**config.mk**
```make
export PLATFORM = sky130hd
export DESIGN_NAME = imh_ctrl
export DESIGN_NICKNAME = d
export VERILOG_FILES = /design/src/hdl/imh_pkg.sv /design/src/hdl/imh_ctrl.sv
export SDC_FILE = /design/constraint.sdc
export NUM_CORES = 1
export LEC_CHECK = 0
export BUFFER_PORTS_ARGS = -buffer_cell sky130_fd_sc_hd__buf_2
export CAP_MARGIN = 20
export CORE_AREA = 4 4 41 43
export CTS_BUF_LIST = sky130_fd_sc_hd__clkbuf_4 sky130_fd_sc_hd__clkbuf_8 sky130_fd_sc_hd__clkbuf_16
export DETAILED_ROUTE_END_ITERATION = 10
export DIE_AREA = 0 0 45 47
export GPL_TIMING_DRIVEN = 0
export PLACE_DENSITY = 0.57
export RECOVER_POWER = 25
export SYNTH_ARGS = -nofsm -noshare
export SYNTH_HDL_FRONTEND = slang
export SYNTH_SLANG_ARGS = --single-unit
```
**constraint.sdc**
```tcl
create_clock -name clk -period 1.8 [get_ports clk]
set_input_delay 0.18 -clock clk [delete_from_list [all_inputs] [get_ports clk]]
set_output_delay 0.18 -clock clk [all_outputs]
set_load 0.1 [all_outputs]
```
**src/hdl/imh_pkg.sv**
```systemverilog
package imh_pkg;

    localparam int CAPACITY = 256;
    localparam int SLOT_W   = $clog2(CAPACITY + 1);
    localparam int VERT_W   = 8;
    localparam int KEY_W    = 32;
    localparam int CNT_W    = 9;

    typedef logic [SLOT_W-1:0] slot_t;
    typedef logic [VERT_W-1:0] vert_t;
    typedef logic [KEY_W-1:0]  key_t;

    typedef enum logic [1:0] {
        REQ_INSERT  = 2'd0,
        REQ_EXTRACT = 2'd1,
        REQ_SETKEY  = 2'd2,
        REQ_NONE    = 2'd3
    } req_t;

    typedef enum logic [1:0] {
        ST_OK      = 2'd0,
        ST_FULL    = 2'd1,
        ST_EMPTY   = 2'd2,
        ST_BADVERT = 2'd3
    } status_t;

    typedef enum logic [3:0] {
        S_IDLE,
        S_CLEAR,
        S_CHECK,
        S_PMAP,
        S_UP_RD,
        S_UP_CMP,
        S_EX_RD,
        S_EX_MOVE,
        S_DN_RD,
        S_DN_RD2,
        S_DN_CMP,
        S_PM_FIX,
        S_DONE
    } fsm_t;

    // command from controller to datapath
    typedef struct packed {
        fsm_t state;
    } cmd_t;

    // status from datapath to controller
    typedef struct packed {
        logic clear_done;
        logic reject;
        logic is_insert;
        logic is_extract;
        logic is_setkey;
        logic go_up;
        logic up_more;
        logic dn_more;
        logic dn_have_right;
        logic ex_move;
    } stat_t;

endpackage

```
**src/hdl/imh_ctrl.sv**
```systemverilog
module imh_ctrl (
    input  logic            clk,
    input  logic            rst_n,
    input  logic            in_fire,
    input  logic            out_free,
    input  imh_pkg::stat_t  st,
    output imh_pkg::cmd_t   cmd
);
    imh_pkg::fsm_t state_reg, state_next;

    always_ff @(posedge clk or negedge rst_n)
    begin
        if (!rst_n)
            state_reg <= imh_pkg::S_CLEAR;
        else
            state_reg <= state_next;
    end

    always_comb
    begin
        state_next = state_reg;
        cmd.state  = state_reg;
        unique case (state_reg)
            imh_pkg::S_CLEAR:   if (st.clear_done) state_next = imh_pkg::S_IDLE;
            imh_pkg::S_IDLE:    if (in_fire) state_next = imh_pkg::S_CHECK;
            imh_pkg::S_CHECK:
            begin
                priority if (st.reject)     state_next = imh_pkg::S_DONE;
                else if (st.is_insert)      state_next = imh_pkg::S_PMAP;
                else if (st.is_extract)     state_next = imh_pkg::S_EX_RD;
                else if (st.is_setkey)      state_next = imh_pkg::S_PMAP;
                else                        state_next = imh_pkg::S_DONE;
            end
            imh_pkg::S_PMAP:    state_next = imh_pkg::S_UP_RD;
            imh_pkg::S_UP_RD:   state_next = st.go_up ? imh_pkg::S_UP_CMP : imh_pkg::S_DONE;
            imh_pkg::S_UP_CMP:  state_next = st.up_more ? imh_pkg::S_UP_RD : imh_pkg::S_DONE;
            imh_pkg::S_EX_RD:   state_next = st.ex_move ? imh_pkg::S_EX_MOVE : imh_pkg::S_DONE;
            imh_pkg::S_EX_MOVE: state_next = imh_pkg::S_DN_RD;
            imh_pkg::S_DN_RD:
                state_next = st.dn_more ? imh_pkg::S_DN_RD2 : imh_pkg::S_DONE;
            imh_pkg::S_DN_RD2:  state_next = imh_pkg::S_DN_CMP;
            imh_pkg::S_DN_CMP:  state_next = st.dn_more ? imh_pkg::S_PM_FIX : imh_pkg::S_DONE;
            imh_pkg::S_PM_FIX:  state_next = imh_pkg::S_DN_RD;
            imh_pkg::S_DONE:    if (out_free) state_next = imh_pkg::S_IDLE;
            default:            state_next = imh_pkg::S_IDLE;
        endcase
    end
endmodule

```
==> results of run 1 <==
[cell type report]
type,instances,area [um2],area share (%)
buffer,4,22.5,4.35
sequential,4,105,20.3
tap,15,18.8,3.62
inverter,2,7.51,1.45
clock buffer,4,30.0,5.80
timing repair buffer,17,88.8,17.1
multi-input combinational,32,245,47.3
[cells by family after synthesis]
group | after synthesis | share of synthesized area (%)
simple gates | 17 | 34.2
compound gates | 13 | 25.9
flops | 4 | 26.9
buf+inv | 6 | 7.97
xor+xnor | 1 | 2.33
mux | 1 | 2.66
[where the power goes]
part           switching (mW)  total [mW]  leakage (nW)  internal, mW
logic                   0.460       0.658         0.175         0.198
registers              0.0460       0.187        0.0436         0.141
clock network          0.0366       0.135        0.0184        0.0981
total                   0.542       0.980         0.237         0.438
[placed cells by master, fill, tap and decap left out, drive strengths merged, types with 2 or more instances in the layout]
cell type   n
buf        19
clkbuf      5
and3b       3
o21ai       3
dfrtp       3
nor2b       2
nor3        2
a22o        2
nand3b      2
inv         2
o2111ai     2
[worst max-delay path by stage]
stage,startpoint,endpoint,slack (ns),cells after the start
6_report,cmd[0],cmd[0],0.36,1
5_1_grt,cmd[1],cmd[1],0.27,4
4_1_cts,cmd[0],cmd[0],0.34,1
3_5_place_dp,cmd[1],cmd[1],0.38,4
3_3_place_gp,cmd[1],cmd[1],0.38,4
2_1_floorplan,cmd[0],cmd[2],0.08,4
[per-layer routing]
metal	vias to the layer above	routed length (um)
met5	-	0
met4	0	0
met3	0	64
met2	16	435
met1	182	385
li1	200	-
[metrics by stage]
stage	setup slack (ns)	instances	total power, mW	cell area, um2
global placement	0.378	73	0.850	479
global route	0.274	78	1.05	518
detailed placement	0.379	73	0.846	479
finish	0.364	78	0.980	518
CTS	0.344	78	0.990	519
floorplan	0.0766	42	0.730	380
==> reports/results.tsv, run 1 <==
stage	metric	value	unit
global_route	GRT overflow	0	
logic_synthesis	Post-Synthesis Net Count	56	
cells_and_area	Layout area overhead	37.5	%
min_path	hold path endpoint	cmd[3]	
cells_and_area	Final Util	39.8	%
logic_synthesis	Synth area leader	dfrtp_1	
clock_network	H-tree depth	1	
clock_network	post-CTS setup buffers	0	
sta	Max Clock Skew	0.0105	ns
critical_path	R2R Setup Slk	0.39	ns
logic_synthesis	ys flop type	dfrtp_1	
logic_synthesis	Mapped Avg Cell Area	8.97	um2
die	num rows	13	
drt	via count	398	
critical_path	cell family with most CP delay	flip-flops	
sta	final setup fails	0	
clock_network	total clock sinks	4	
cells_and_area	max reg flops	4	
logic_synthesis	Seq cells post-synth	4	
drt	Pre-antenna DRT Iters	5	
power	VDD IR max	0.000494	V
global_route	GR Util met3	2.68	%
global_route	largest net degree at the start of global routing	11	
logic_synthesis	post-synthesis sequential area ratio	26.9	%
critical_path	reg2reg path depth	4	
global_route	vias in the first global route	397	
critical_path	worst path arrival time	1.26	ns
drt	Via-to-Cell Ratio	5.10	
sta	final worst path period need	1.44	ns
die	Die Width	45	um
logic_synthesis	Post-synth EDFFs	0	
logic_synthesis	Mapped Cells	42	
critical_path	critical path class	flop to primary output	
die	Initial Utilization	28.9	%
logic_synthesis	Cell variety after synth	28	
global_route	global-route wire length before repair	1570	um
logic_synthesis	Post-Syn Area	377	um2
global_route	GR Util met1	11.5	%
sta	final count of hold timing violations	0	
placed_design	detailed placement HPWL	716	um
outcome	outcome	finished clean	
critical_path	worst path bufs/invs	1	
flow_run	max cap viols	0	
logic_synthesis	Synth top area share	19.9	%
cells_and_area	filler instances	152	
critical_path	delay of the slowest critical-path stage	0.58	ns
logic_synthesis	synth warn	0	
logic_synthesis	Post-synth top cells	3 x and3b_1, 3 x buf_2, 3 x dfrtp_1, 3 x o21ai_0	
die	core area	0.00130	mm2
die	die area	0.00212	mm2
clock_network	Clock transition at path regs	0.03	ns
cells_and_area	share of layout cells above drive strength 1	44.4	%
sta	setup TNS	0	ns
min_path	Hold Crit Start	st[8]	
critical_path	Worst Path Max Fanout	5	
drt	DR iter-0 viols	11	
min_path	Hold Crit Depth	3	
critical_path	required time of the critical path	1.62	ns
global_route	initial antenna violation count	0	
critical_path	reg-to-reg startpoint	cmd[1]	
drt	Avg WL per Cell	11.3	um
drt	Final ANT Viol Nets	0	
critical_path	Slowest cell on crit path	dfstp_2	
critical_path	Setup crit start kind	flop	
placed_design	GP Congestion	0.733	
sta	RSZ-0062 raised after global routing	no	
logic_synthesis	Synth async-reset ratio	100	%
sta	fraction of the cycle the final worst path needs	79.8	%
global_route	Most Crowded Layer GR	met2	
min_path	worst min path class	primary input to flop	
placed_design	Port Buf Inserts	16	
drt	DRC viols	0	
critical_path	CP Capture Type	primary output	
power	LEAKAGE	0.237	nW
drt	drt total wl	885	um
clock_network	Hold-fix buffers, CTS	1	
logic_synthesis	ranking of synthesized cells by area	dfrtp_1 20%, dfstp_2 7.0%, and3b_1 7.0%	
die	Chip Height	47	um
sta	Final Max Slew Viols	0	
clock_network	TritonCTS Buffers	3	
sta	hold_ws	0.251	ns
global_route	Tot GR Track Use	9.98	%
cells_and_area	fin nets	78	
critical_path	CP Cell Sequence	buf_2	
clock_network	CTS tree	built	
die	# IOs	18	
clock_network	Root Buffer	clkbuf_4	
critical_path	Reg-to-Reg End	cmd[1]	
clock_network	CTS resizes	0	
sta	fmax	696	MHz
sta	Slew headroom	67.8	%
cells_and_area	diode count	0	
power	Power Dens Cells	1890	mW/mm2
sta	Slew @ Worst Pin	0.486	ns
global_route	GR Util met2	17.2	%
clock_network	Max Root-Sink Buffers	2	
clock_network	clock latency on the worst-skew pair	0.24	ns
(Power assumes the default switching activity.)
==> run 2: changes to the inputs <==
Settings changed: PLACE_DENSITY 0.57 to 0.59.
Clock period 1.8 ns to 1.2 ns, I/O delays scaled along.
==> run 2 against run 1 <==
Effect of this change:
- the flow now finishes with violations (negative setup slack)
- via count is 6.5% higher
- final cell count grew 5.1%
- register-to-register slack got worse by 0.59 ns
- utilization increased by 7.5 points
- setup slack worse by 0.57 ns
- non-clock buffer count up 4
- clock skew down 0.0022 ns
- critical path type is now flop to flop
- largest power group unchanged
==> reports/results.tsv, run 2 (synthesized netlist as in run 1, its figures left out) <==
stage	metric	value	unit	change
outcome	outcome	complete, but fails checks		was finished clean
outcome	failing checks	negative setup slack		
die	Die Width	45	um	unchanged
placed_design	Post-DP Area	507	um2	was 479 um2
drt	Avg WL per Cell	12.5	um	was 11.3 um
sta	final worst path period need	1.40	ns	
sta	fmax	712	MHz	
cells_and_area	post-route design area	616	um2	was 518 um2
cells_and_area	area occupied by multi-input gates	264	um2	was 245 um2
sta	setup TNS	-0.600	ns	was 0 ns
global_route	vias in the first global route	394		was 397
placed_design	Port Buf Inserts	16		unchanged
placed_design	GP Congestion	0.800		was 0.733
drt	DR iter-0 viols	7		was 11
min_path	hold path endpoint	cmd[3]		unchanged
cells_and_area	diode count	0		unchanged
clock_network	total clock sinks	4		unchanged
global_route	largest net degree at the start of global routing	11		unchanged
power	Power Dens Cells	2810	mW/mm2	was 1890 mW/mm2
critical_path	delay of the slowest critical-path stage	0.49	ns	was 0.58 ns
die	core area	0.00130	mm2	unchanged
die	die area	0.00212	mm2	unchanged
min_path	Hold Crit Start	out_free		was st[8]
sta	Slew headroom	67.8	%	about the same
clock_network	Clock transition at path regs	0.04	ns	was 0.03 ns
clock_network	TritonCTS Buffers	3		unchanged
global_route	GRT overflow	0		unchanged
power	LEAKAGE	0.276	nW	was 0.237 nW
drt	Final ANT Viol Nets	0		unchanged
drt	DRC viols	0		unchanged
cells_and_area	commonest non-fill, non-tap cells in the layout	14 x buf_2, 5 x clkbuf_4, 4 x buf_6		was 18 x buf_2, 4 x clkbuf_4, 3 x and3b_1, 3 x o21ai_0, 3 x dfrtp_2
drt	Pre-antenna DRT Iters	4		was 5
critical_path	critical path class	flop to flop		was flop to primary output
critical_path	Setup crit start kind	flop		unchanged
global_route	global-route wire length before repair	1610	um	was 1570 um
placed_design	detailed placement HPWL	710	um	was 716 um
sta	Slew @ Worst Pin	0.486	ns	about the same
critical_path	CP Cell Sequence	nor4b_4 -> or3b_1 -> a31oi_1		was buf_2
critical_path	Slowest cell on crit path	dfrtp_4		was dfstp_2
critical_path	Worst Path Max Fanout	3		was 5
drt	Via-to-Cell Ratio	5.17		was 5.10
die	Initial Utilization	28.9	%	unchanged
critical_path	reg-to-reg startpoint	cmd[2]		was cmd[1]
cells_and_area	most common cell after layout, fill and taps aside	buf_2		unchanged
sta	RSZ-0062 raised after global routing	yes		was no
critical_path	reg2reg path depth	3		was 4
sta	post-route setup slack	-0.204	ns	was 0.364 ns
sta	Max Clock Skew	0.00829	ns	was 0.0105 ns
min_path	Hold Crit Depth	4		was 3
cells_and_area	Layout area overhead	63.5	%	was 37.5%
cells_and_area	register area	116	um2	was 105 um2
global_route	Tot GR Track Use	10.5	%	was 9.98%
die	# IOs	18		unchanged
cells_and_area	fin nets	82		was 78
critical_path	CP Capture Type	flop		was primary output
cells_and_area	share of layout cells above drive strength 1	56.7	%	was 44.4%
cells_and_area	max reg flops	4		unchanged
drt	drt total wl	1020	um	was 885 um
clock_network	CTS tree	built		unchanged
drt	via count	424		was 398
clock_network	H-tree depth	1		unchanged
critical_path	worst path arrival time	1.54	ns	was 1.26 ns
sta	fraction of the cycle the final worst path needs	117	%	
power	VDD IR max	0.000971	V	was 0.000494 V
die	num rows	13		unchanged
critical_path	R2R Setup Slk	-0.20	ns	was 0.39 ns
sta	Final Max Slew Viols	0		unchanged
min_path	worst min path class	primary input to flop		unchanged
clock_network	Max Root-Sink Buffers	2		unchanged
clock_network	clock latency on the worst-skew pair	0.23	ns	was 0.24 ns
clock_network	Root Buffer	clkbuf_4		unchanged
sta	final count of hold timing violations	0		unchanged
cells_and_area	filler instances	147		was 152
sta	final setup fails	6		was 0
flow_run	max cap viols	0		unchanged
die	Chip Height	47	um	unchanged
global_route	initial antenna violation count	0		unchanged
critical_path	required time of the critical path	1.33	ns	was 1.62 ns
critical_path	Reg-to-Reg End	cmd[1]		unchanged
run 2: cell count changes in the layout (fill, tap and decap cells not counted), sizes merged:
| cell | previous run | this run |
|---|---|---|
| buf | 19 | 22 |
| clkbuf | 5 | 6 |
run 2: area by class of cell:
class	instances	area share (%)
repair buffers	21	22.4
plain buffers	4	6.71
inverters	2	1.22
well taps	15	3.05
flip-flops and latches	4	18.9
clock buffers	4	4.88
multi-input cells	32	42.9
run 2: critical path, delay by kind of cell (launching register included):
family / cells / cell delay (ns)
DFF: 1 / 0.49
and+or+nand+nor: 2 / 0.67
AOI/OAI and AO/OA: 1 / 0.16
run 2: through the flow:
| stage | utilization (%) | instances | hold WS (ns) | setup WS [ns] | power (mW) |
|---|---|---|---|---|---|
| 2_1_floorplan | - | 42 | -0.176 | -0.351 | 1.18 |
| 3_3_place_gp | 38.9 | 73 | -0.0757 | -0.261 | 1.36 |
| 3_5_place_dp | 38.9 | 73 | -0.0740 | -0.278 | 1.35 |
| 4_1_cts | 45.2 | 80 | 0.189 | -0.225 | 1.66 |
| 5_1_grt | 47.3 | 82 | 0.210 | -0.255 | 1.82 |
| 6_report | 47.3 | 82 | 0.198 | -0.204 | 1.73 |
run 2: worst max-delay path by stage:
| stage | startpoint | to | slack (ns) | cells after the start |
|---|---|---|---|---|
| after floorplan | cmd[1] | cmd[1] | -0.35 | 4 |
| after global placement | cmd[0] | cmd[1] | -0.26 | 3 |
| after detailed placement | cmd[0] | cmd[1] | -0.28 | 3 |
| after CTS | cmd[3] | cmd[1] | -0.23 | 3 |
| after global routing | cmd[3] | cmd[1] | -0.26 | 3 |
| final | cmd[2] | cmd[1] | -0.20 | 3 |
run 2: timing repair:
action / CTS / global route
gates cloned: 1 / 0
hold buffers: 1 / 0
setup buffers: 1 / 2
pin swaps: 4 / 2
endpoints found under the hold margin: 4 / 0
setup endpoints to repair: 7 / 7
gates resized for setup: 10 / 5
run 2: power breakdown:
group	internal [mW]	leakage, nW	switching (mW)	total, mW
Combinational	0.460	0.214	0.746	1.21
Sequential	0.239	0.0443	0.0838	0.323
Clock	0.147	0.0184	0.0528	0.200
run 2: per-layer routing:
metal	up-vias	GRT usage [%]	routed length (um)
li1	211	-	-
met1	198	11.5	440
met2	15	20.1	527
met3	0	2.30	56
met4	0	3.51	0
met5	-	0	0
